<file path="config.mk">
export PLATFORM = sky130hd
export DESIGN_NAME = mmcd_column
export DESIGN_NICKNAME = d
export VERILOG_FILES = /design/src/design/mmcd_pkg.sv /design/src/design/mmcd_column.sv
export SDC_FILE = /design/constraint.sdc
export NUM_CORES = 2
export LEC_CHECK = 0
export ABC_AREA = 1
export BUFFER_PORTS_ARGS = -buffer_cell sky130_fd_sc_hd__buf_4
export CAP_MARGIN = 30
export CORE_UTILIZATION = 45
export CTS_BUF_LIST = sky130_fd_sc_hd__clkbuf_16
export DETAILED_ROUTE_END_ITERATION = 8
export PLACE_DENSITY = 0.73
export SLEW_MARGIN = 20
export SYNTH_ARGS = -nofsm -noshare
export SYNTH_HDL_FRONTEND = slang
export SYNTH_SLANG_ARGS = --single-unit
</file>
<file path="constraint.sdc">
create_clock -name clk -period 15 [get_ports clk]
set_input_delay 3 -clock clk [delete_from_list [all_inputs] [get_ports clk]]
set_output_delay 3 -clock clk [all_outputs]
set_load 0.02 [all_outputs]
</file>
<file path="src/design/mmcd_pkg.sv">
// Shared constants and types for the min/max column decimator.
`timescale 1ns / 1ps
`default_nettype none
package mmcd_pkg;

  // Configuration register indexes
  localparam int           CFG_IDX_BITS  = 2;
  localparam int           CFG_DATA_BITS = 32;
  localparam logic [1:0]   CFG_VIEW_MIN  = 2'd0;
  localparam logic [1:0]   CFG_SCALE     = 2'd1;
  localparam logic [1:0]   CFG_COLUMNS   = 2'd2;

  localparam int           POS_BITS      = 32;
  localparam int           INT_BITS      = 32;
  localparam int           COLS_BITS     = 13;

  localparam logic [31:0]  RESET_VIEW_MIN = 32'd0;
  localparam logic [31:0]  RESET_SCALE    = 32'd65536;
  localparam logic [12:0]  RESET_COLUMNS  = 13'd1024;
  localparam logic [31:0]  PEAK_FLOOR     = 32'd1;

  // Candidate result slots per transaction: closed run, then final run
  localparam int           SLOTS       = 8;
  localparam int           GROUP       = 4;
  localparam int           QUEUE_DEPTH = 4;

  typedef struct packed {
    logic [SLOTS-1:0] emit;
    logic             scan_last;
  } mmcd_ctl_t;

endpackage
`default_nettype wire

</file>
<file path="src/design/mmcd_column.sv">
// Front pipeline: maps a point position to its clamped display column.
`timescale 1ns / 1ps
`default_nettype none
module mmcd_column
  import mmcd_pkg::*;
#(
  parameter int INDEX_BITS  = 24,
  parameter int MAX_COLUMNS = 4096,
  parameter int COL_BITS    = 15
) (
  input  wire logic                  clk,
  input  wire logic                  rst_n,
  input  wire logic                  en_i,
  input  wire logic                  valid_i,
  input  wire logic [POS_BITS-1:0]   position_i,
  input  wire logic [INT_BITS-1:0]   intensity_i,
  input  wire logic [INDEX_BITS-1:0] index_i,
  input  wire logic                  last_i,
  input  wire logic [31:0]           view_min_i,
  input  wire logic [31:0]           scale_i,
  input  wire logic [COLS_BITS-1:0]  columns_i,
  output logic                       valid_o,
  output logic [COL_BITS-1:0]        col_o,
  output logic [INT_BITS-1:0]        intensity_o,
  output logic [INDEX_BITS-1:0]      index_o,
  output logic                       last_o
);

  localparam int CW = $clog2(MAX_COLUMNS + 1);

  // stage 1: signed distance from the view edge, as sign and magnitude
  logic                  s1_valid_r;
  logic                  s1_neg_r;
  logic [31:0]           s1_mag_r;
  logic [INT_BITS-1:0]   s1_int_r;
  logic [INDEX_BITS-1:0] s1_idx_r;
  logic                  s1_last_r;
  // stage 2: Q48.16 product
  logic                  s2_valid_r;
  logic                  s2_neg_r;
  logic [63:0]           s2_prod_r;
  logic [INT_BITS-1:0]   s2_int_r;
  logic [INDEX_BITS-1:0] s2_idx_r;
  logic                  s2_last_r;
  // stage 3: clamped column
  logic                  s3_valid_r;
  logic [COL_BITS-1:0]   s3_col_r;
  logic [INT_BITS-1:0]   s3_int_r;
  logic [INDEX_BITS-1:0] s3_idx_r;
  logic                  s3_last_r;

  logic [32:0]         diff;
  logic [31:0]         mag_nxt;
  logic [63:0]         prod_nxt;
  logic [48:0]         quot;
  logic [CW-1:0]       c_eff;
  logic [CW:0]         limit;
  logic [CW:0]         quot_clamped;
  logic [COL_BITS-1:0] col_mag;
  logic [COL_BITS-1:0] col_nxt;

  assign diff     = {1'b0, position_i} - {1'b0, view_min_i};
  assign mag_nxt  = diff[32] ? (32'd0 - diff[31:0]) : diff[31:0];
  assign prod_nxt = {32'd0, s1_mag_r} * {32'd0, scale_i};

  always_comb begin
    if (columns_i == '0) begin
      c_eff = CW'(1);
    end else if (32'(columns_i) > 32'(MAX_COLUMNS)) begin
      c_eff = CW'(MAX_COLUMNS);
    end else begin
      c_eff = CW'(columns_i);
    end
  end

  // left of the view the floor rounds away from zero: add one if any fraction
  assign quot  = {1'b0, s2_prod_r[63:16]} + 49'(s2_neg_r && (s2_prod_r[15:0] != '0));
  assign limit = s2_neg_r ? {1'b0, c_eff} : {c_eff, 1'b0};

  always_comb begin
    if (quot > 49'(limit)) begin
      quot_clamped = limit;
    end else begin
      quot_clamped = quot[CW:0];
    end
    col_mag = COL_BITS'(quot_clamped);
    col_nxt = s2_neg_r ? (COL_BITS'(0) - col_mag) : col_mag;
  end

  always_ff @(posedge clk) begin
    if (!rst_n) begin
      s1_valid_r <= 1'b0;
      s2_valid_r <= 1'b0;
      s3_valid_r <= 1'b0;
    end else if (en_i) begin
      s1_valid_r <= valid_i;
      s2_valid_r <= s1_valid_r;
      s3_valid_r <= s2_valid_r;
    end
  end

  always_ff @(posedge clk) begin
    if (en_i) begin
      s1_neg_r  <= diff[32];
      s1_mag_r  <= mag_nxt;
      s1_int_r  <= intensity_i;
      s1_idx_r  <= index_i;
      s1_last_r <= last_i;

      s2_neg_r  <= s1_neg_r;
      s2_prod_r <= prod_nxt;
      s2_int_r  <= s1_int_r;
      s2_idx_r  <= s1_idx_r;
      s2_last_r <= s1_last_r;

      s3_col_r  <= col_nxt;
      s3_int_r  <= s2_int_r;
      s3_idx_r  <= s2_idx_r;
      s3_last_r <= s2_last_r;
    end
  end

  assign valid_o     = s3_valid_r;
  assign col_o       = s3_col_r;
  assign intensity_o = s3_int_r;
  assign index_o     = s3_idx_r;
  assign last_o      = s3_last_r;

endmodule
`default_nettype wire

</file>
# Word-level counts from Yosys, hierarchy flattened
# Cells that the tools add are included.
[word_totals] ff_bits=287 inputBits=170 out_inout_bits=73
[op_classes] n_addsub=4 multipliers=1 n_lt_le_gt_ge=2 n_mux=6 reduce_logical=3
[ops] op="32-bit by 32-bit multiplier with 64-bit output" count=1
[ops] op="48-bit by 1-bit adder with 49-bit output" count=1
[ops] op="49-bit by 14-bit greater-than comparator with 1-bit output" count=1
[ops] op="14-bit two-way mux" count=3
[ops] op="32-bit by 32-bit subtractor with 33-bit output" count=1
[ops] op="32-bit two-way mux" count=1
[ops] op="1-bit by 32-bit subtractor with 32-bit output (first input constant)" count=1
[ops] op="13-bit two-way mux" count=2
[ops] op="16-bit nonzero test" count=1
[ops] op="1-bit by 14-bit subtractor with 15-bit output (first input constant)" count=1
[ops] op="13-bit greater-than comparator (second input constant)" count=1
[ops] op="13-bit logical NOT" count=1
[ops] op="1-bit logical AND" count=1

# Logic depth before layout (Yosys ltp)
[depth] word_depth=8 mapped_depth=32 mapped_depth_nobuf=30

# Worst setup path after synthesis
# No wires, ideal clock.
[synth_timing] path_type="input-to-reg" start="input port scale_i[8]" end="register s2_prod_r[53], data pin" setup_ns=0.265 t_arrival_ns=9.266 required_ns=14.735 setup_slack_ns=5.469 cell_stages=26 n_path_buf=1 cell_sequence="clkbuf_1 nand2_1 fa_1 inv_1 fa_1 fa_1 inv_1 fa_1 inv_1 fa_1 ha_1 fa_1 inv_1 fa_1 inv_1 ha_1 a21oi_1 inv_1 a31oi_1 a21boi_0 o21ai_0 a21boi_0 o21ai_0 a21boi_0 o21ai_0 xor2_1"
[synth_via] elab_chain_cells=1
[synth_rtl] element="from (decl)" line="mmcd_column.sv:20" text="input wire logic [31:0] scale_i,"
[synth_rtl] element="32-bit by 32-bit multiplier with 64-bit output" line="mmcd_column.sv:64" text="assign prod_nxt = {32'd0, s1_mag_r} * {32'd0, scale_i};"
[synth_rtl] element="net prod_nxt[53]" line="mmcd_column.sv:54" text="logic [63:0] prod_nxt;"
[synth_rtl] element="to (signal assigned)" line="mmcd_column.sv:111" text="s2_prod_r <= prod_nxt;"
[synth_rtl] element="to (decl)" line="mmcd_column.sv:41" text="logic [63:0] s2_prod_r;"
# The timed path passes the listed nets, and every way through them passes these cells.
# A chain may end at the register's enable or synchronous reset.

# Worst setup path in the final report
# Same ends and word-level chain as after synthesis.

==> results by group <==
Worst setup path
  • CP Max Fanout: 32
  • CP Buf/Inv Count: 7
  • Worst Setup End Kind: register
  • Most used cell, CP: fa_1
  • Slowest cell on crit path: fa_1
  • Arr. time, crit path: 10,240 ps
  • Worst path max stage delay: about 560 ps
  • Setup crit start kind: input port
  • WP depth: 26
  • Reg2reg path depth: 27
  • Top Family by Delay on Critical Path: adder cells
  • Required @ worst endpoint: between 15,000 and 20,000 ps
  • Crit path kind: input port to register

Finish
  • NumNets Final: between 7,000 and 8,000
  • Area Overhead vs Synth: 8.75%
  • Post-route insts no fill: between 7,000 and 8,000
  • Final Cell Area: 53,000 µm²
  • Antenna diodes: 0
  • Share of layout cells above drive strength 1: 6.18%

Drt
  • Pre-antenna DRT Iters: 6
  • WL final: between 100,000 and 150,000 µm
  • Via count: 37,400
  • Detail-routed via count per cell: approximately 5.0
  • DRT iter0 DRCs: 2,618
  • Routed wire per std cell: around 17 µm
  • # DRC: 0
  • Detail Route Antenna Nets: 0

Clock network
  • Clk Tree Root Cell: clkbuf_16
  • H-tree levels: 2
  • CTS tree: built
  • Post_cts resized: 0
  • Post-CTS Setup Bufs: 0
  • CTS Buf Count: 34
  • Worst-skew pair later-pin latency: around 570 ps
  • Clock-pin slew on the worst setup and hold paths: roughly 60 ps
  • CTS max path bufs: 3
  • Clock sink count: 287
  • Cts hold-fix bufs: 0

Synthesis
  • Post-synth top area share: 36.9%
  • Gate Count Post-Synth: around 6,000
  • Post-synth ARST share: 0%
  • Post-synth EDFFs: roughly 280
  • Sequential area share after synthesis: between 10% and 20%
  • Synthesized area per cell: a little over 8 µm²
  • Most frequent cells after synthesis: inv_1 (1,747), nand2_1 (1,543), fa_1 (897), ha_1 (313), edfxtp_1 (284)
  • Synth warn: 0
  • Top_reg_cell synth: edfxtp_1
  • FF+latch count, synth: between 200 and 300
  • Mapped Nets: 7,290
  • Area leader, netlist: fa_1
  • Most frequent cell after synthesis: inv_1
  • Synth unique cells: 48
  • Synth Cell Area: 48,700 µm²
  • Largest cells by area after synthesis: fa_1 (37%), edfxtp_1 (18%), inv_1 (13%), nand2_1 (12%), ha_1 (8.0%)

Placed design
  • Placer Congestion: slightly above 0.9
  • Post-DP Area: between 50,000 and 60,000 µm²
  • Placed insts: between 7,000 and 8,000
  • Final HPWL DP: approximately 100,000 µm
  • Port-buffer cells: 242

Global route
  • Grt ovf: 0
  • Vias in the first global route: about 40,000
  • First-pass GRT wire length: between 200,000 and 250,000 µm
  • Initial antenna violation count: 5
  • GRT Total Usage: about a quarter
  • Largest net degree at the start of global routing: 128

STA
  • RSZ-0062 raised after global routing: no
  • Final hold vios: 0
  • Final period utilization: 66.2%
  • Final setup fails: 0
  • Clk_skew: 21.0 ps
  • Period minus WS final: ~9900 ps
  • Final slew viol count: 0
  • Hold slack: 410 ps
  • Fmax: just over 100 MHz
  • Max transition margin: around a third
  • Worst-Margin Slew: 991 ps
  • Setup TNS: 0 ps

Floorplanning
  • Initial Utilization: 45.4%
  • Die Y-Extent: 331 µm
  • Die width: approximately 330 µm
  • I/O pin cnt: 243
  • Core Rows: 120
  • Core Footprint: 107,000 µm²
  • DIE AREA: roughly 110,000 µm²

Outcome
  • Status: finished, final reports clean

Worst hold path
  • Hold Crit Depth: 0
  • Hold Path Class: register to register

Job
  • Max_cap viols: 0
-- metrics by stage --
stage          util [%]  worst slack [ps]
4_1_cts            49.4              5040
3_3_place_gp       48.3              4510
6_report           49.4              5070
5_1_grt            49.4              4630
2_1_floorplan         -              5470
3_5_place_dp       48.3              4430
-- worst reg2reg max path: stages (launching register included) --
cell      delay (ps)
edfxtp_1         860
buf_4            390
nand2_1           90
inv_1             90
fa_1             460
fa_1             480
fa_1             550
inv_1             50
fa_1             520
inv_1             80
fa_1             480
fa_1             500
fa_1             550
inv_1             80
fa_1             480
inv_1             40
ha_1             370
nand2_1          130
nor2_1           120
inv_1             80
nor2_1           100
inv_1             60
nor4_1           200
a21oi_1          200
o211ai_1         480
nand3_1          150
nand3_1          110
xor2_1            70
-- state kept, by name, summed over array words and instances, names as in the netlist --
name         flops
valid_o          1
s1_last_r        1
s2_valid_r       1
last_o           1
s2_int_r        32
col_o           15
s2_neg_r         1
s1_mag_r        32
index_o         24
s2_prod_r       64
s2_idx_r        24
s1_int_r        32
s1_valid_r       1
s2_last_r        1
s1_neg_r         1
s1_idx_r        24
intensity_o     32
-- cells by family after synthesis --
logic type,after synthesis,share of synthesized area (%)
and+or+nand+nor,2014,16.4
adders and majority gates,1210,44.9
AOI/OAI and AO/OA,316,3.69
buffers and inverters,1954,15.1
xor gates and xnor gates,129,2.32
DFF,287,17.6
-- cell type report --
cell class	instances	area (µm²)
Multi-Input combinational cell	3669	32800
Sequential cell	287	8590
Timing Repair Buffer	281	2160
Clock buffer	35	876
Tap cell	1403	1760
Clock inverter	26	251
Fill cell	10000	54200
Inverter	1751	6570
-- per-layer routing --
metal  track usage [%]  vias to the layer above  share of wire (%)
met1              29.6                    18200                 39
met3              5.42                      303                9.6
met4              7.31                       10                3.0
li1                  -                    17300                  -
met5                 0                        -              0.049
met2              40.5                     1610                 48
-- path summary, 6_finish.rpt --
check        slack, ps          from              end
max               5070    scale_i[8]    s2_prod_r[53]
max reg2reg       6990  s1_mag_r[26]    s2_prod_r[58]
min reg2reg        410  s2_int_r[30]  intensity_o[30]
min                410  s2_int_r[30]  intensity_o[30]
-- layout by cell type, fill, tap and decap left out, drive strengths merged, types with 7 or more instances in the layout --
cell type,synthesis,layout
a21boi,9,9
a21o,11,11
a21oi,128,128
a31oi,33,33
buf,5,281
clkbuf,198,35
clkinv,1,14
edfxtp,284,284
fa,897,897
ha,313,313
inv,1750,1757
nand2,1551,1551
nand3,87,87
nand3b,14,14
nand4,29,29
nor2,298,298
nor3,17,17
nor4,10,10
o21a,9,9
o21ai,98,98
o21bai,7,7
xnor2,42,42
xor2,87,87
Power is left out: the tool's default activity adds up to more than one toggle a clock period on the data nets, which glitch-free logic cannot reach.
