--- config.mk ---
export PLATFORM = sky130hd
export DESIGN_NAME = mmcd_queue
export DESIGN_NICKNAME = d
export VERILOG_FILES = /design/src/design/mmcd_pkg.sv /design/src/design/mmcd_queue.sv
export SDC_FILE = /design/constraint.sdc
export NUM_CORES = 1
export LEC_CHECK = 0
export ABC_CLOCK_PERIOD_IN_PS = 8950
export CAP_MARGIN = 25
export CORE_ASPECT_RATIO = 0.6
export CORE_MARGIN = 4
export CORE_UTILIZATION = 50
export CTS_BUF_LIST = sky130_fd_sc_hd__clkbuf_4
export DETAILED_ROUTE_END_ITERATION = 10
export DONT_BUFFER_PORTS = 1
export MAX_ROUTING_LAYER = met4
export SYNTH_ARGS = -nofsm -noshare
export SYNTH_HDL_FRONTEND = slang
export SYNTH_SLANG_ARGS = --single-unit
--- constraint.sdc ---
create_clock -name clk -period 8.95 [get_ports clk]
set_clock_uncertainty 0.05 [all_clocks]
set_input_delay 0.895 -clock clk [delete_from_list [all_inputs] [get_ports clk]]
set_output_delay 0.895 -clock clk [all_outputs]
set_load 0.05 [all_outputs]
--- src/design/mmcd_pkg.sv ---
// Shared constants and types for the min/max column decimator.
`timescale 1ns / 1ps
`default_nettype none
package mmcd_pkg;

  // Configuration register indexes
  localparam int           CFG_IDX_BITS  = 2;
  localparam int           CFG_DATA_BITS = 32;
  localparam logic [1:0]   CFG_VIEW_MIN  = 2'd0;
  localparam logic [1:0]   CFG_SCALE     = 2'd1;
  localparam logic [1:0]   CFG_COLUMNS   = 2'd2;

  localparam int           POS_BITS      = 32;
  localparam int           INT_BITS      = 32;
  localparam int           COLS_BITS     = 13;

  localparam logic [31:0]  RESET_VIEW_MIN = 32'd0;
  localparam logic [31:0]  RESET_SCALE    = 32'd65536;
  localparam logic [12:0]  RESET_COLUMNS  = 13'd1024;
  localparam logic [31:0]  PEAK_FLOOR     = 32'd1;

  // Candidate result slots per transaction: closed run, then final run
  localparam int           SLOTS       = 8;
  localparam int           GROUP       = 4;
  localparam int           QUEUE_DEPTH = 4;

  typedef struct packed {
    logic [SLOTS-1:0] emit;
    logic             scan_last;
  } mmcd_ctl_t;

endpackage
`default_nettype wire

--- src/design/mmcd_queue.sv ---
// Short transaction queue between the classifier and the result sequencer.
`timescale 1ns / 1ps
`default_nettype none
module mmcd_queue
  import mmcd_pkg::*;
#(
  parameter int WIDTH = 233
) (
  input  wire logic             clk,
  input  wire logic             rst_n,
  input  wire logic             push_i,
  input  wire logic [WIDTH-1:0] data_i,
  output logic                  full_o,
  input  wire logic             pop_i,
  output logic                  valid_o,
  output logic [WIDTH-1:0]      data_o
);

  localparam int PTR_BITS = (QUEUE_DEPTH > 1) ? $clog2(QUEUE_DEPTH) : 1;
  localparam int CNT_BITS = $clog2(QUEUE_DEPTH + 1);

  logic [WIDTH-1:0]    entry_r [QUEUE_DEPTH];
  logic [PTR_BITS-1:0] wr_ptr_r;
  logic [PTR_BITS-1:0] rd_ptr_r;
  logic [CNT_BITS-1:0] count_r;
  logic [CNT_BITS-1:0] count_nxt;

  function automatic logic [PTR_BITS-1:0] ptr_inc(input logic [PTR_BITS-1:0] p);
    if (p == PTR_BITS'(QUEUE_DEPTH - 1)) begin
      return '0;
    end
    return p + PTR_BITS'(1);
  endfunction

  always_comb begin
    count_nxt = count_r;
    if (push_i && !pop_i) begin
      count_nxt = count_r + CNT_BITS'(1);
    end else if (pop_i && !push_i) begin
      count_nxt = count_r - CNT_BITS'(1);
    end
  end

  always_ff @(posedge clk) begin
    if (!rst_n) begin
      wr_ptr_r <= '0;
      rd_ptr_r <= '0;
      count_r  <= '0;
    end else begin
      count_r <= count_nxt;
      if (push_i) begin
        wr_ptr_r <= ptr_inc(wr_ptr_r);
      end
      if (pop_i) begin
        rd_ptr_r <= ptr_inc(rd_ptr_r);
      end
    end
  end

  always_ff @(posedge clk) begin
    if (push_i) begin
      entry_r[wr_ptr_r] <= data_i;
    end
  end

  assign full_o  = (count_r == CNT_BITS'(QUEUE_DEPTH));
  assign valid_o = (count_r != '0);
  assign data_o  = entry_r[rd_ptr_r];

endmodule
`default_nettype wire

-- After elaboration in Yosys (flattened, before gate mapping)
Memories as Yosys holds them, arrays and structs flattened. A register that Yosys moved wholly into a read port is not among the register bits.
Cells that the tools add are included.
- register bits after elaboration: 7
- bits in writable memories: 932
- output and inout port bits: 235
- memories: 1
- memory list (name ; depth ; bits a word ; read ports ; clocked after Yosys merged registers in ; wr ports ; RTL line ; text):
    entry_r ; 4 ; 233 ; 1 ; 1 ; 1 ; mmcd_queue.sv:22 ; logic [WIDTH-1:0] entry_r [QUEUE_DEPTH];
- add/sub/neg operators: 4
- equality and inequality tests: 3
- muxes and demuxes: 16
- reductions and logical operators: 6
- operators with widths (kind ; count):
    2-bit two-way mux ; 6
    1-bit two-way mux ; 8
    3-bit two-way mux ; 2
    2-bit by 1-bit adder with 2-bit output, second input constant ; 2
    2-bit == test, second input constant ; 2
    3-bit by 1-bit adder with 3-bit output, second input constant ; 1
    3-bit == test, second input constant ; 1
    3-bit nonzero test ; 1
    3-bit by 1-bit subtractor with 3-bit output, second input constant ; 1
    1-bit logical AND ; 2
    1-bit zero test ; 2
    2-bit nonzero test ; 1

-- Longest topological paths before layout
Gate-level depths: netlist of the first run.
- depth in word-level cells: 7
- depth in mapped cells: 7
- gate-level depth less buffers: 7

-- Worst setup path before layout of the first run
OpenSTA, ideal clock, no wires.
- path kind: input to register
- start: in push_i
- end: mem entry_r[0][0], enable pin
- arrival time: 6.168 ns
- required time: 8.278 ns
- slack: 2.110 ns
- stages: 1
- buffers on the path: 0
- path through: and2_1
- longest elaborated chain between the ends: 2
- ends and longest elaborated chain (what ; RTL line ; text):
    from (decl) ; mmcd_queue.sv:11 ; input wire logic push_i,
    1-bit two-way mux ; mmcd_queue.sv:61 ; if (push_i) begin
    1-bit two-way mux (not written as such) ; mmcd_queue.sv:62 ; entry_r[wr_ptr_r] <= data_i;
    to (decl) ; mmcd_queue.sv:22 ;
No other way between the ends.

==> results of run 1 <==
## report_power, final
| group | total [mW] | switching [mW] | internal [mW] |
|---|---|---|---|
| combinational | 1.17 | 0.860 | 0.305 |
| clock | 3.19 | 1.56 | 1.63 |
| sequential | 5.11 | 0.0544 | 5.05 |
## layer usage
metal / share of wire / wire [um] / global-route usage
met2: 0.50 / 33700 / 0.300
met5: 0 / 0 / -
met1: 0.39 / 26600 / 0.241
met4: 0.024 / 1600 / 0.0761
met3: 0.085 / 5750 / 0.0677
## per-stage QoR
step | cell area, um2 | cells | hold slack (ns)
final | 40100 | 2737 | 0.197
after global routing | 40100 | 2735 | 0.0968
after CTS | 40000 | 2722 | 0.0185
after detailed placement | 35100 | 2128 | 0.465
after global placement | 35000 | 2125 | 0.453
after floorplan | 34100 | 1261 | 0.417
## worst min-delay path, cell delays in order
cell    delay (ns)
inv_1         0.06
nor3_1        0.05
o21a_1        0.19
## sequential cells by signal, indices dropped and copies added, names as in the netlist, named ones only
register and cells:
entry_r 932, count_r 3, rd_ptr_r 2, wr_ptr_r 2
## cells in the final DEF (no fill, tap or decap), types with 5 or more instances in the layout
cell type and count:
dlygate4sd3_1 236, mux4_2 233, clkbuf_4 318, edfxtp_1 932
diode_2 14, dfxtp_1 7, buf_4 13, clkinv_1 31
ha_1 6, nor2b_1 5
## area by class of cell
| class | instances | area [um2] |
|---|---|---|
| Tap cell | 900 | 1130 |
| Sequential cell | 941 | 28200 |
| Timing Repair Buffer | 256 | 2630 |
| Fill cell | 4693 | 26800 |
| Antenna cell | 14 | 35.0 |
| Multi-Input combinational cell | 264 | 5530 |
| Clock inverter | 40 | 195 |
| Inverter | 4 | 15.0 |
| Clock buffer | 318 | 2390 |
## cell families (layout without fill, tap and decap cells)
logic type / count (synthesis) / count (layout)
AO/OA/AOI/OAI: 3 / 3
XOR/XNOR: 2 / 2
adder cells (fa/ha/maj): 7 / 7
buffers and inverters: 56 / 618
flip-flops: 941 / 941
multiplexers: 237 / 237
other: 0 / 14
AND/OR/NAND/NOR: 15 / 15
## how the worst max path moves through the flow
stage | endpoint | startpoint | cells after the start
2_1_floorplan | entry_r[0][0] | push_i | 1
3_3_place_gp | data_o[144] | flop | 2
3_5_place_dp | data_o[153] | flop | 2
4_1_cts | data_o[144] | flop | 2
5_1_grt | data_o[153] | flop | 2
6_report | data_o[127] | flop | 2
==> impl_metrics.env, run 1 <==
export IMPL_status="finished clean"
export IMPL_clock_sinks=941
export IMPL_ctsResizeCount=0
export IMPL_coreArea_um2=66900
export IMPL_final_util=0.600
export IMPL_synthCells=1261
export IMPL_critPathMaxFanout=112
export IMPL_post_drt_wl_per_cell_um=24.7
export IMPL_ys_seq_area_frac=0.827
export IMPL_htreeDepth=4
export IMPL_drive_above_1_share=0.322
export IMPL_cts_tree="built"
export IMPL_synth_area_mux_share=0.155
export IMPL_ir_drop_mv=0.143
export IMPL_drt_total_wl_um=67700
export IMPL_drc=0
export IMPL_power_density_nw_per_um2=236
export IMPL_total_power_mw=9.47
export IMPL_vias_per_cell=5.42
export IMPL_crit_family="flip-flops"
export IMPL_finalNetCount=1920
export IMPL_r2r_start="wr_ptr_r[0]"
export IMPL_yosysTopAreaCellShare=0.821
export IMPL_grt_overflow_total=0
export IMPL_cts_root_buf="clkbuf_4"
export IMPL_max_stage_delay_ns=0.92
export IMPL_yosys_top_cells_area="edfxtp_1 (82%), mux4_2 (15%), buf_6 (0.66%)"
export IMPL_final_max_slew_viol_count=0
export IMPL_grt_pass1_vias=16100
export IMPL_antenna_found_initial=7
export IMPL_die_w_um=345
export IMPL_drtPass1Iterations=5
export IMPL_grt_pass1_wl_um=101000
export IMPL_cts_hold_buffers=236
export IMPL_setup_ws_ns=4.23
export IMPL_post_cts_setup_buffers=0
export IMPL_clockBufferDepth=3
export IMPL_globalplace_congestion=0.736
export IMPL_max_cap_violations=0
export IMPL_r2r_slack_ns=6.25
export IMPL_holdPathStages=3
export IMPL_ys_warn_count=0
export IMPL_cp_end_kind="output pin"
export IMPL_crit_required_ns=8.01
export IMPL_crit_path_start_kind="flop"
export IMPL_r2r_end="entry_r[1][101]"
export IMPL_place_port_buffers=0
export IMPL_worst_pin_slew_ns=1.28
export IMPL_finalHoldViolCount=0
export IMPL_die_area_um2=72500
export IMPL_gr_usage_all_layers=0.195
export IMPL_ios=472
export IMPL_grt_setup_unrepaired="no"
export IMPL_slew_headroom=0.145
export IMPL_yosys_most_used_dff="edfxtp_1"
export IMPL_vias=14800
export IMPL_async_flop_share=0
export IMPL_critical_path_arrival_ns=3.78
export IMPL_min_delay_start="pop_i"
export IMPL_grt_max_degree=145
export IMPL_dp_final_hpwl_um=38300
export IMPL_fmax_mhz=212
export IMPL_rows=73
export IMPL_synth_most_common_cell="edfxtp_1"
export IMPL_cts_clk_slew_worst_paths_ns=0.08
export IMPL_yosys_area_share_adder=0.00279
export IMPL_hold_path_class="in -> reg"
export IMPL_initial_core_util=0.510
export IMPL_cts_made_buffers=209
export IMPL_post_route_min_period_ns=4.72
export IMPL_synth_xor_area_frac=0.000514
export IMPL_die_h_um=210
export IMPL_p_leak_nw=12.7
export IMPL_setup_violations=0
export IMPL_ys_ff_latch=941
export IMPL_tns_ns=0
export IMPL_drt_iter0_drc=945
export IMPL_synth_compound_area_frac=0.000588
export IMPL_postSynthNetCount=1505
export IMPL_path_cells="buf_12 > mux4_2"
export IMPL_yosysTopAreaCell="edfxtp_1"
export IMPL_final_period_utilization=0.528
export IMPL_syn2layout_area_growth_pct=17.7
export IMPL_synthTopCellsByCount="edfxtp_1 (932), mux4_2 (233), buf_2 (25)"
export IMPL_synth_distinct_cells=21
export IMPL_synthesis_area_um2=34100
export IMPL_detail_route_antenna_nets=0
export IMPL_synth_top_family_by_area="multiplexers"
export IMPL_r2r_cells=4
export IMPL_clock_latency_ns=0.98
export IMPL_dp_slack_ns=5.23
export IMPL_worst_path_buf_inv=1
export IMPL_synth_edf_count=932
export IMPL_synthSimpleGateAreaFrac=0.00268
export IMPL_critPathSlowestCell="dfxtp_4"
export IMPL_syn_avg_cell_area_um2=27.0
export IMPL_critical_path_class="reg -> out"
No activity file was read; power rests on OpenSTA's default activity.
==> run 2, diff against run 1 <==
- ABC_AREA: not set -> 1
- ABC_CLOCK_PERIOD_IN_PS: 8950 -> 4800
- clock period: 8.95 -> 4.8 ns (I/O delays scaled with it)
==> impl_metrics.env, run 2 <==
export IMPL_setup_ws_ns=0.453
export IMPL_power_density_nw_per_um2=426
export IMPL_yosys_most_used_dff="edfxtp_1"
export IMPL_drive_above_1_share=0.184
export IMPL_synthTopCellsByCount="edfxtp_1 (932), nor2_1 (475), o21ai_0 (419)"
export IMPL_regMostFlops="entry_r"
export IMPL_critical_path_arrival_ns=3.82
export IMPL_r2r_end="entry_r[3][115]"
export IMPL_rows=74
export IMPL_dp_final_hpwl_um=44500
export IMPL_p_switching_mw=5.21
export IMPL_dp_slack_ns=1.54
export IMPL_r2r_slack_ns=2.25
export IMPL_ys_ff_latch=941
export IMPL_yosys_top_cells_area="edfxtp_1 (80%), o21ai_0 (6.0%), nor2_1 (5.1%)"
export IMPL_finalHoldViolCount=0
export IMPL_ir_drop_mv=0.315
export IMPL_cts_tree="built"
export IMPL_die_w_um=349
export IMPL_drtPass1Iterations=5
export IMPL_synth_edf_count=932
export IMPL_r2r_cells=4
export IMPL_critPathMaxFanout=127
export IMPL_clockPowerShare=0.323
export IMPL_grt_pass1_wl_um=128000
export IMPL_vias_per_cell=5.51
export IMPL_place_port_buffers=0
export IMPL_die_h_um=213
export IMPL_finalNetCount=3193
export IMPL_final_max_slew_viol_count=0
export IMPL_ys_seq_area_frac=0.807
export IMPL_cp_end_kind="output pin"
export IMPL_cts_clk_slew_worst_paths_ns=0.07
export IMPL_r2r_start="wr_ptr_r[0]"
export IMPL_most_common_layout_cells="edfxtp_1 (932), nor2_1 (475), o21ai_0 (419), dlygate4sd3_1 (342), clkbuf_4 (313)"
export IMPL_clockBufferDepth=3
export IMPL_grt_max_degree=175
export IMPL_status="finished clean"
export IMPL_comb_power_share=0.159
export IMPL_max_cap_violations=0
export IMPL_seqPwrFrac=0.518
export IMPL_final_period_utilization=0.906
export IMPL_grt_setup_unrepaired="no"
export IMPL_grt_pass1_vias=22800
export IMPL_antenna_found_initial=9
export IMPL_p_leak_nw=14.8
export IMPL_drt_iter0_drc=1738
export IMPL_min_delay_start="push_i"
export IMPL_post_route_min_period_ns=4.35
export IMPL_swShare=0.284
export IMPL_mostFrequentLayoutCell="edfxtp_1"
export IMPL_post_cts_setup_buffers=0
export IMPL_die_area_um2=74200
export IMPL_tns_ns=0
export IMPL_synth_most_common_cell="edfxtp_1"
export IMPL_postSynthNetCount=2557
export IMPL_drt_total_wl_um=84700
export IMPL_ios=472
export IMPL_syn2layout_area_growth_pct=23.5
export IMPL_synthCells=2313
export IMPL_grt_overflow_total=0
export IMPL_crit_required_ns=4.27
export IMPL_synthesis_area_um2=34900
export IMPL_final_cells=4018
export IMPL_hold_path_class="in -> reg"
export IMPL_htreeDepth=4
export IMPL_holdPathStages=2
export IMPL_worst_pin_slew_ns=1.10
export IMPL_globalplace_congestion=0.778
export IMPL_detail_route_antenna_nets=0
export IMPL_vias=22200
export IMPL_cts_root_buf="clkbuf_4"
export IMPL_gr_usage_all_layers=0.232
export IMPL_setup_violations=0
export IMPL_hold_worst_slack_ns=0.121
export IMPL_clock_sinks=941
export IMPL_yosysTopAreaCellShare=0.802
export IMPL_dp_cells=3307
export IMPL_internal_power_mw=13.1
export IMPL_biggestRegsByFlops="entry_r (932), count_r (3)"
export IMPL_post_drt_wl_per_cell_um=21.1
export IMPL_yosysTopAreaCell="edfxtp_1"
export IMPL_ys_warn_count=0
export IMPL_slew_headroom=0.264
export IMPL_crit_path_start_kind="flop"
export IMPL_largest_register_ffs=932
export IMPL_coreArea_um2=68500
export IMPL_drc=0
export IMPL_fmax_mhz=230
export IMPL_cts_made_buffers=208
export IMPL_clock_latency_ns=1.01
export IMPL_async_flop_share=0
export IMPL_worst_hold_path_endpoint="entry_r[3][58]"
export IMPL_synth_distinct_cells=21
export IMPL_critical_path_class="reg -> out"
export IMPL_initial_core_util=0.509
export IMPL_syn_avg_cell_area_um2=15.1
[run 2: per-stage QoR]
stage | utilization | total power, mW | area, um2
6_report | 0.629 | 18.3 | 43100
4_1_cts | 0.628 | 18.5 | 43000
2_1_floorplan | - | 11.5 | 34900
3_5_place_dp | 0.541 | 12.3 | 37100
3_3_place_gp | 0.540 | 12.2 | 37000
5_1_grt | 0.629 | 19.2 | 43100
[run 2: repair_timing]
action,CTS,global route
resized for setup,0,0
endpoints found under the hold margin,951,0
hold buffers,342,0
[run 2: worst max-delay path by stage]
stage,startpoint,endpoint,slack [ns],cells past startpoint
2_1_floorplan,wr_ptr_r[0],entry_r[0][0],0.17,4
3_3_place_gp,flop,data_o[3],1.63,6
3_5_place_dp,flop,data_o[220],1.54,6
4_1_cts,flop,data_o[220],0.35,6
5_1_grt,flop,data_o[218],0.13,6
6_report,flop,data_o[227],0.45,6
[run 2: power by group through the flow]
stage	sequential [mW]	clock, mW	combinational (mW)
after floorplan	9.68	0	1.86
after global placement	9.67	0	2.56
after detailed placement	9.68	0	2.60
after CTS	9.50	6.06	2.92
after global routing	9.52	6.59	3.08
final	9.50	5.93	2.92
[run 2: per-layer routing]
metal / track usage / up-vias / part of all wire
li1: - / 10200 / -
met4: 0.0931 / 0 / 0.025
met5: - / - / 0
met2: 0.378 / 869 / 0.49
met1: 0.279 / 10900 / 0.40
met3: 0.0628 / 152 / 0.077
[run 2: final cells by class]
type,count,area [um2]
multi-input combinational,1202,5770
timing repair buffer,580,5350
clock inverter,43,181
sequential,941,28200
tap,912,1140
inverter,16,92.6
fill,5018,25400
clock buffer,313,2350
antenna,11,27.5
[run 2: kinds of logic (layout without fill, tap and decap cells)]
logic type                 Yosys count  in the layout  share of synthesized area
AOI/OAI and AO/OA                  705            705                      0.110
xor gates and xnor gates             1              1                   0.000251
adders and majority gates            7              7                    0.00273
buffers and inverters              170            952                     0.0272
DFF                                941            941                      0.807
other                                0             11                          0
and+or+nand+nor                    489            489                     0.0528
[run 2: critical path: stages (launching register included)]
cell	delay (ns)
dfxtp_4	0.88
clkinv_8	0.65
buf_12	0.42
buf_4	0.25
o21ai_0	0.21
o22ai_1	0.12
buf_4	0.20
