**config.mk**
```make
export PLATFORM = sky130hd
export DESIGN_NAME = mmcd_tracker
export DESIGN_NICKNAME = d
export VERILOG_FILES = /design/src/design/mmcd_pkg.sv /design/src/design/mmcd_tracker.sv
export SDC_FILE = /design/constraint.sdc
export NUM_CORES = 2
export LEC_CHECK = 0
export BUFFER_PORTS_ARGS = -buffer_cell sky130_fd_sc_hd__buf_2
export CORE_AREA = 2 2 251 253
export DETAILED_ROUTE_END_ITERATION = 10
export DIE_AREA = 0 0 253 255
export PLACE_DENSITY = 0.85
export SETUP_SLACK_MARGIN = 0.1
export SYNTH_ARGS = -nofsm -noshare
export SYNTH_HDL_FRONTEND = slang
export SYNTH_SLANG_ARGS = --single-unit
```
**constraint.sdc**
```tcl
create_clock -name clk -period 11.5 [get_ports clk]
set_input_delay 1.15 -clock clk [delete_from_list [all_inputs] [get_ports clk]]
set_output_delay 1.15 -clock clk [all_outputs]
set_load 0.01 [all_outputs]
```
**src/design/mmcd_pkg.sv**
```systemverilog
// Shared constants and types for the min/max column decimator.
`timescale 1ns / 1ps
`default_nettype none
package mmcd_pkg;

  // Configuration register indexes
  localparam int           CFG_IDX_BITS  = 2;
  localparam int           CFG_DATA_BITS = 32;
  localparam logic [1:0]   CFG_VIEW_MIN  = 2'd0;
  localparam logic [1:0]   CFG_SCALE     = 2'd1;
  localparam logic [1:0]   CFG_COLUMNS   = 2'd2;

  localparam int           POS_BITS      = 32;
  localparam int           INT_BITS      = 32;
  localparam int           COLS_BITS     = 13;

  localparam logic [31:0]  RESET_VIEW_MIN = 32'd0;
  localparam logic [31:0]  RESET_SCALE    = 32'd65536;
  localparam logic [12:0]  RESET_COLUMNS  = 13'd1024;
  localparam logic [31:0]  PEAK_FLOOR     = 32'd1;

  // Candidate result slots per transaction: closed run, then final run
  localparam int           SLOTS       = 8;
  localparam int           GROUP       = 4;
  localparam int           QUEUE_DEPTH = 4;

  typedef struct packed {
    logic [SLOTS-1:0] emit;
    logic             scan_last;
  } mmcd_ctl_t;

endpackage
`default_nettype wire

```
**src/design/mmcd_tracker.sv**
```systemverilog
// Front classifier: tracks the column run, sorts the flushed indices and removes repeats.
`timescale 1ns / 1ps
`default_nettype none
module mmcd_tracker
  import mmcd_pkg::*;
#(
  parameter int INDEX_BITS = 24,
  parameter int COL_BITS   = 15
) (
  input  wire logic                               clk,
  input  wire logic                               rst_n,
  input  wire logic                               en_i,
  input  wire logic                               valid_i,
  input  wire logic [COL_BITS-1:0]                col_i,
  input  wire logic [INT_BITS-1:0]                intensity_i,
  input  wire logic [INDEX_BITS-1:0]              index_i,
  input  wire logic                               last_i,
  output logic                                    push_o,
  output mmcd_ctl_t                               ctl_o,
  output logic [SLOTS-1:0][INDEX_BITS-1:0]        idx_o,
  output logic [INT_BITS-1:0]                     peak_o
);

  typedef logic [GROUP-1:0][INDEX_BITS-1:0] grp_t;

  function automatic grp_t sort4(input grp_t v);
    grp_t                  s;
    logic [INDEX_BITS-1:0] t;
    s = v;
    if (s[0] > s[1]) begin t = s[0]; s[0] = s[1]; s[1] = t; end
    if (s[2] > s[3]) begin t = s[2]; s[2] = s[3]; s[3] = t; end
    if (s[0] > s[2]) begin t = s[0]; s[0] = s[2]; s[2] = t; end
    if (s[1] > s[3]) begin t = s[1]; s[1] = s[3]; s[3] = t; end
    if (s[1] > s[2]) begin t = s[1]; s[1] = s[2]; s[2] = t; end
    return s;
  endfunction

  // run state
  logic                  run_started_r;
  logic [COL_BITS-1:0]   cur_col_r;
  logic [INDEX_BITS-1:0] first_r;
  logic [INDEX_BITS-1:0] low_idx_r;
  logic [INT_BITS-1:0]   low_val_r;
  logic [INDEX_BITS-1:0] high_idx_r;
  logic [INT_BITS-1:0]   high_val_r;
  logic [INDEX_BITS-1:0] prev_r;
  logic [INT_BITS-1:0]   peak_r;
  // repeat filter state
  logic                  em_any_r;
  logic [INDEX_BITS-1:0] last_em_r;

  // stage 4: raw groups
  logic                  s4_valid_r;
  logic                  s4_g1v_r;
  grp_t                  s4_g1_r;
  grp_t                  s4_g2_r;
  logic                  s4_last_r;
  logic [INT_BITS-1:0]   s4_peak_r;
  // stage 5: sorted groups
  logic                  s5_valid_r;
  logic                  s5_g1v_r;
  grp_t                  s5_v1_r;
  grp_t                  s5_v2_r;
  logic                  s5_last_r;
  logic [INT_BITS-1:0]   s5_peak_r;

  logic                  col_change;
  logic                  new_run;
  logic [INDEX_BITS-1:0] first_nxt;
  logic [INDEX_BITS-1:0] low_idx_nxt;
  logic [INT_BITS-1:0]   low_val_nxt;
  logic [INDEX_BITS-1:0] high_idx_nxt;
  logic [INT_BITS-1:0]   high_val_nxt;
  logic [INT_BITS-1:0]   peak_nxt;
  logic                  any1;
  logic [INDEX_BITS-1:0] last1;
  logic [SLOTS-1:0]      emit;

  assign col_change = (col_i != cur_col_r);
  assign new_run    = !run_started_r || col_change;
  assign peak_nxt   = (intensity_i > peak_r) ? intensity_i : peak_r;

  always_comb begin
    if (new_run) begin
      first_nxt    = index_i;
      low_idx_nxt  = index_i;
      low_val_nxt  = intensity_i;
      high_idx_nxt = index_i;
      high_val_nxt = intensity_i;
    end else begin
      first_nxt    = first_r;
      low_idx_nxt  = low_idx_r;
      low_val_nxt  = low_val_r;
      high_idx_nxt = high_idx_r;
      high_val_nxt = high_val_r;
      if (intensity_i < low_val_r) begin
        low_idx_nxt = index_i;
        low_val_nxt = intensity_i;
      end
      if (intensity_i > high_val_r) begin
        high_idx_nxt = index_i;
        high_val_nxt = intensity_i;
      end
    end
  end

  always_ff @(posedge clk) begin
    if (!rst_n) begin
      run_started_r <= 1'b0;
      cur_col_r     <= '0;
      peak_r        <= PEAK_FLOOR;
      s4_valid_r    <= 1'b0;
      s5_valid_r    <= 1'b0;
    end else if (en_i) begin
      s4_valid_r <= valid_i;
      s5_valid_r <= s4_valid_r;
      if (valid_i) begin
        // close the scan after its last point
        if (last_i) begin
          run_started_r <= 1'b0;
          cur_col_r     <= '0;
          peak_r        <= PEAK_FLOOR;
        end else begin
          run_started_r <= 1'b1;
          cur_col_r     <= col_i;
          peak_r        <= peak_nxt;
        end
      end
    end
  end

  always_ff @(posedge clk) begin
    if (en_i) begin
      if (valid_i) begin
        first_r    <= first_nxt;
        low_idx_r  <= low_idx_nxt;
        low_val_r  <= low_val_nxt;
        high_idx_r <= high_idx_nxt;
        high_val_r <= high_val_nxt;
        prev_r     <= index_i;
      end
      s4_g1v_r  <= run_started_r && col_change;
      s4_g1_r   <= {prev_r, high_idx_r, low_idx_r, first_r};
      s4_g2_r   <= {index_i, high_idx_nxt, low_idx_nxt, first_nxt};
      s4_last_r <= last_i;
      s4_peak_r <= peak_nxt;

      s5_g1v_r  <= s4_g1v_r;
      s5_v1_r   <= sort4(s4_g1_r);
      s5_v2_r   <= sort4(s4_g2_r);
      s5_last_r <= s4_last_r;
      s5_peak_r <= s4_peak_r;
    end
  end

  // Sorted groups hold repeats next to each other; only a group's head
  // looks back at what went out before it.
  always_comb begin
    emit    = '0;
    emit[0] = s5_g1v_r && (!em_any_r || (last_em_r != s5_v1_r[0]));
    for (int k = 1; k < GROUP; k++) begin
      emit[k] = s5_g1v_r && (s5_v1_r[k] != s5_v1_r[k-1]);
    end
    any1  = em_any_r || s5_g1v_r;
    last1 = s5_g1v_r ? s5_v1_r[GROUP-1] : last_em_r;
    emit[GROUP] = s5_last_r && (!any1 || (last1 != s5_v2_r[0]));
    for (int k = 1; k < GROUP; k++) begin
      emit[GROUP+k] = s5_last_r && (s5_v2_r[k] != s5_v2_r[k-1]);
    end
    // a scan end always gives at least one result: repeat the last index sent
    if (s5_last_r && (emit == '0)) begin
      emit[GROUP] = 1'b1;
    end
  end

  always_ff @(posedge clk) begin
    if (!rst_n) begin
      em_any_r  <= 1'b0;
      last_em_r <= '0;
    end else if (en_i && s5_valid_r) begin
      if (s5_last_r) begin
        em_any_r  <= 1'b0;
        last_em_r <= '0;
      end else if (s5_g1v_r) begin
        em_any_r  <= 1'b1;
        last_em_r <= s5_v1_r[GROUP-1];
      end
    end
  end

  assign push_o          = en_i && s5_valid_r && (emit != '0);
  assign ctl_o.emit      = emit;
  assign ctl_o.scan_last = s5_last_r;
  assign idx_o           = {s5_v2_r, s5_v1_r};
  assign peak_o          = s5_peak_r;

endmodule
`default_nettype wire

```
# --- Yosys cells after proc, flatten, opt, wreduce, memory -nomap -nowiden ---
# Cells that the tools add are included.
classes:
  magnitude_cmp: 13
  eq_ne: 9
  muxes: 40
  reduce_logical: 28
ops:
  columns: ["cell", "count"]
  rows:
  - ["48-bit 2-to-1 mux", 10]
  - ["24-bit 2-to-1 mux", 19]
  - ["24-bit greater-than comparator", 10]
  - ["32-bit 2-to-1 mux", 6]
  - ["24-bit != test", 8]
  - ["32-bit greater-than comparator", 2]
  - ["32-bit < comparator", 1]
  - ["15-bit 2-to-1 mux", 1]
  - ["15-bit != test", 1]
  - ["1-bit logical AND", 12]
  - ["8-bit zero test", 1]
  - ["8-bit nonzero test", 1]
  - ["3-bit AND reduction", 2]
  - ["2-bit nonzero test", 3]
  - ["1-bit logical OR", 4]
  - ["1-bit 2-to-1 mux", 4]
  - ["2-bit AND reduction", 2]
  - ["1-bit zero test", 3]
totals:
  reg_bits: 687
  inputBits: 76
  out_inout_bits: 234
  wordCells: 125

# --- Longest topological paths before layout ---
logic_depth:
  depth_word: 9
  depth_mapped: 41
  ltp_nobuf: 34

# --- Worst setup path before layout ---
# No wires, ideal clock.
synth_timing:
  path_kind: "flip-flop to flip-flop"
  from: "register s4_g1_r[1] (netlist bit)"
  to: "register s5_v1_r (netlist bit idx_o[66]), data pin"
  setup_time_ns: 0.260
  arrival_time_ns: 7.415
  required_ns: 11.240
  slack_ns: 3.825
  path_stages_with_launch: 39
  cell_sequence: "edfxtp_1 ha_1 nor2b_1 o211ai_1 a21oi_1 o31a_1 o21ai_1 buf_2 buf_1 clkbuf_1 a21oi_1 inv_1 ha_1 nor2b_1 o21a_1 o21ai_0 a21oi_1 o31ai_1 [... 3 more ...] nand2b_1 buf_4 buf_4 mux2i_1 inv_1 ha_1 a21o_1 a21o_1 a21o_1 a21oi_1 nor2b_1 o21ai_0 nand2b_1 a221oi_1 a41o_1 clkbuf_1 clkbuf_1 mux2_2"
synth_between:
  elab_chain_len: 8
synth_lines:
  columns: ["element", "line_no", "text"]
  rows:
  - ["from (decl)", "mmcd_tracker.sv:55", "grp_t s4_g1_r;"]
  - ["from (signal assigned)", "mmcd_tracker.sv:143", "s4_g1_r <= {prev_r, high_idx_r, low_idx_r, first_r};"]
  - ["24-bit greater-than comparator", "mmcd_tracker.sv:30", "if (s[0] > s[1]) begin t = s[0]; s[0] = s[1]; s[1] = t; end"]
  - ["48-bit 2-to-1 mux (*)", "mmcd_tracker.sv:30", null]
  - ["48-bit 2-to-1 mux (*)", "mmcd_tracker.sv:133", "if (en_i) begin"]
  - ["24-bit greater-than comparator (on tied branches)", "mmcd_tracker.sv:33, mmcd_tracker.sv:32", null]
  - ["24-bit 2-to-1 mux (on tied branches)", "mmcd_tracker.sv:33, mmcd_tracker.sv:32", null]
  - ["24-bit 2-to-1 mux", "mmcd_tracker.sv:133", null]
  - ["24-bit greater-than comparator", "mmcd_tracker.sv:34", "if (s[1] > s[2]) begin t = s[1]; s[1] = s[2]; s[2] = t; end"]
  - ["48-bit 2-to-1 mux (*)", "mmcd_tracker.sv:34", null]
  - ["to (signal assigned)", "mmcd_tracker.sv:149", "s5_v1_r <= sort4(s4_g1_r);"]
  - ["to (decl)", "mmcd_tracker.sv:62", "grp_t s5_v1_r;"]
# Mark *: on every way between the ends. The rest lies on a longest branch, timed or not. The select of a mux whose other input is x is not followed.
# A chain may end at the register's enable or synchronous reset.

# --- Worst setup path in the final report ---
layout_timing:
  from: "register s4_g2_r[43] (netlist bit)"
  to: "register s5_v2_r (netlist bit idx_o[155]), data pin"
layout_between:
  elab_chain_len: 8
layout_lines:
  columns: ["element", "line_no", "text"]
  rows:
  - ["from (decl)", "mmcd_tracker.sv:56", "grp_t s4_g2_r;"]
  - ["from (signal assigned)", "mmcd_tracker.sv:144", "s4_g2_r <= {index_i, high_idx_nxt, low_idx_nxt, first_nxt};"]
  - ["24-bit greater-than comparator", "mmcd_tracker.sv:30", null]
  - ["48-bit 2-to-1 mux (*)", "mmcd_tracker.sv:30", null]
  - ["48-bit 2-to-1 mux (*)", "mmcd_tracker.sv:133", null]
  - ["24-bit greater-than comparator (on tied branches)", "mmcd_tracker.sv:33, mmcd_tracker.sv:32", null]
  - ["24-bit 2-to-1 mux (on tied branches)", "mmcd_tracker.sv:33, mmcd_tracker.sv:32", null]
  - ["24-bit 2-to-1 mux", "mmcd_tracker.sv:133", null]
  - ["24-bit greater-than comparator", "mmcd_tracker.sv:34", null]
  - ["48-bit 2-to-1 mux (*)", "mmcd_tracker.sv:34", null]
  - ["to (signal assigned)", "mmcd_tracker.sv:150", "s5_v2_r <= sort4(s4_g2_r);"]
  - ["to (decl)", "mmcd_tracker.sv:63", "grp_t s5_v2_r;"]
# Marked as above.

==> impl_metrics.toml <==
[cts]
cts_buffers = 75
cts_max_level = 3
cts_tree = "yes"
clock_path_buffers = 3
post_cts_buffers = 0
cts.sinks = 687
root_buffer = "clkbuf_16"
clock_latency_ns = 0.63
clk_pin_slew_ns = 0.06
hold_buffers = 0
post_cts_resized = 0

[global_routing]
grt_first_pass_wirelength_um = 162000
grt_util_met2 = 0.562
grt_antenna_before_repair = 14
grt_busiest_layer = "met2"
met3_usage = 0.0653
grt_max_degree = 86
grt_pass1_vias = 27800
globalRouteTotalUtil = 0.335
met1_usage = 0.410
overflow = 0

[sta]
worst_slew_pin_slew_ns = 1.36
slew_headroom = 0.0903
finalCritPeriodShare = 0.872
rsz0062_at_grt = "no"
max_freq_mhz = 99.7
fin_tns_setup_ns = 0
skew_ns = 0.0147
setup_viol = 0
finalHoldViolations = 0
drv_slew = 0
min_period_ns = 10.03

[layout]
final_nets = 4173
drive_above_1_share = 0.164
nFillCells = 4301
area.growth.synth_to_final_pct = 11.7
fin_cells = 4630

[place]
place.gp.congestion = 0.997
io_buffers = 309
dp.cells = 4490
dp_hpwl_um = 82600

[worst_setup_path]
cp_slowest_cell = "o21ai_4"
crit_type = "flip-flop to flip-flop"
cp_common_cell = "buf_4"
critPathBufInv = 6
r2r_slack_ns = 1.47
r2r-start = "s4_g2_r[43]"
required_ns = 11.81
r2r-end = "idx_o[155]"
cp-start-kind = "flip-flop"
critPathArrivalTime_ns = 10.34
cpPeakStageDelay_ns = 0.68
cp_max_fo = 60
reg2reg_depth = 33
cp-end-kind = "flip-flop"
crit_family = "compound AO/OA/AOI/OAI gates"

[flow_run]
cap_violations = 0

[drt]
drt_pass1_iterations = 6
drc = 0
viasPerCell = 6.29
dr_total_vias = 29100
wl_um = 111000
avgRoutedWirePerCell_um = 23.9
ant_nets = 0
drt_iter0_markers = 3188

[floorplan]
die_x_um = 253
start_util = 0.643
core_area_um2 = 62200
die_area_um2 = 64500
row_count = 92
io_pins = 310
die_height_um = 255

[synthesis]
ys_seq_area_frac = 0.498
synthesis.area_um2 = 40000
synthDistinctLibCells = 69
syn-num-nets = 3900
post-synth-top-count-cell = "edfxtp_1"
synth_edf_count = 612
synth_common_cells = "edfxtp_1, inv_1, ha_1"
ys.flop_type = "edfxtp_1"
yosys_register_bits = 687
syn_area_per_cell_um2 = 11.4
yosysWarnings = 0
synth.area.top_cells = "edfxtp_1, ha_1, mux2i_1"
synthArstFlopShare = 0
yosys.area.top_type = "edfxtp_1"
syn_inst = 3495
synth_top_area_frac = 0.460

[pwr]
power.leakage_nw = 18.6
p_switching_mw = 3.66
powerDensity_nw_per_um2 = 217
power.share.clock = 0.245
p_comb_frac = 0.373
ir_worst_vdd_mv = 0.157
seq_power_share = 0.383
internal-power_mw = 6.03
p_sw_frac = 0.378

[hold_path]
hp-class = "flip-flop to flip-flop"
min_from = "prev_r[7]"
hold_depth = 0
min_to = "s4_g1_r[79]"

[run_status]
status = "completed"
how the worst max path moves through the flow:
stage	startpoint	end	slack (ns)	cells past startpoint
5_1_grt	s4_g1_r[1]	idx_o[40]	1.12	31
6_report	s4_g2_r[43]	idx_o[155]	1.47	33
4_1_cts	s4_g1_r[1]	idx_o[40]	1.87	31
3_5_place_dp	s4_g1_r[19]	idx_o[40]	1.99	30
2_1_floorplan	s4_g1_r[1]	idx_o[66]	3.83	38
3_3_place_gp	s4_g2_r[43]	idx_o[145]	2.14	31
power groups by stage:
stage / registers [mW] / logic, mW / clock network [mW]
CTS: 3.71 / 3.52 / 2.39
detailed placement: 3.75 / 3.48 / 0
global route: 3.73 / 3.88 / 2.49
floorplan: 3.69 / 2.27 / 0
finish: 3.71 / 3.61 / 2.37
global placement: 3.75 / 3.38 / 0
sequential cells by signal (all words and copies together) (netlist names), 15 cells and up:
| signal | flops |
|---|---|
| idx_o | 192 |
| s4_g1_r | 96 |
| s4_g2_r | 96 |
| high_val_r | 32 |
| low_val_r | 32 |
| peak_o | 32 |
| peak_r | 32 |
| s4_peak_r | 32 |
| first_r | 24 |
| high_idx_r | 24 |
| last_em_r | 24 |
| low_idx_r | 24 |
| prev_r | 24 |
| cur_col_r | 15 |
kinds of logic (layout without fill, tap and decap cells):
group / Yosys count / in the layout / share of synthesized area
buffers and inverters: 483 / 816 / 0.0480
xor gates and xnor gates: 212 / 212 / 0.0465
other: 0 / 3 / 0
AOI/OAI and AO/OA: 641 / 641 / 0.104
and+or+nand+nor: 740 / 740 / 0.0948
adders and majority gates: 333 / 333 / 0.104
muxes: 399 / 399 / 0.105
DFF: 687 / 687 / 0.498
metal layers:
layer / up-vias / part of all wire
li1: 13500 / -
met1: 14000 / 0.37
met2: 1287 / 0.49
met3: 306 / 0.078
met4: 18 / 0.061
met5: - / 0.0011
cell usage in the layout (no fill, tap or decap), drive strengths merged, types with 18 or more instances in the layout:
master	n
edfxtp	612
buf	343
inv	341
ha	329
mux2i	253
nor2	243
a21oi	232
mux2	146
xnor2	118
clkbuf	100
nand2	95
nand4	94
xor2	94
o21ai	91
nand3	85
dfxtp	75
a22oi	64
a21o	59
nor2b	57
o221ai	50
nand3b	47
o211ai	43
nor4	38
nor3b	33
a21boi	21
clkinv	19
o21a	18
metrics by stage:
step	hold WS [ns]	util	instance area [um^2]	power (mW)	setup slack (ns)
after CTS	0.415	0.718	44600	9.62	1.87
final	0.413	0.718	44600	9.69	1.47
after detailed placement	0.405	0.679	42200	7.24	1.99
after floorplan	0.400	-	40000	5.96	3.83
after global placement	0.401	0.679	42200	7.13	2.14
after global routing	0.419	0.718	44600	10.1	1.12
cell type report:
class,count,area [um^2],share of cell area
Sequential cell,687,19900,0.445
Multi-Input combinational cell,2325,18300,0.409
Clock buffer,100,2090,0.0469
Timing Repair Buffer,343,1810,0.0406
Inverter,336,1260,0.0283
Tap cell,799,1000,0.0224
Clock inverter,37,320,0.00718
Antenna cell,3,7.51,0.000168
No activity file was read; power rests on OpenSTA's default activity.
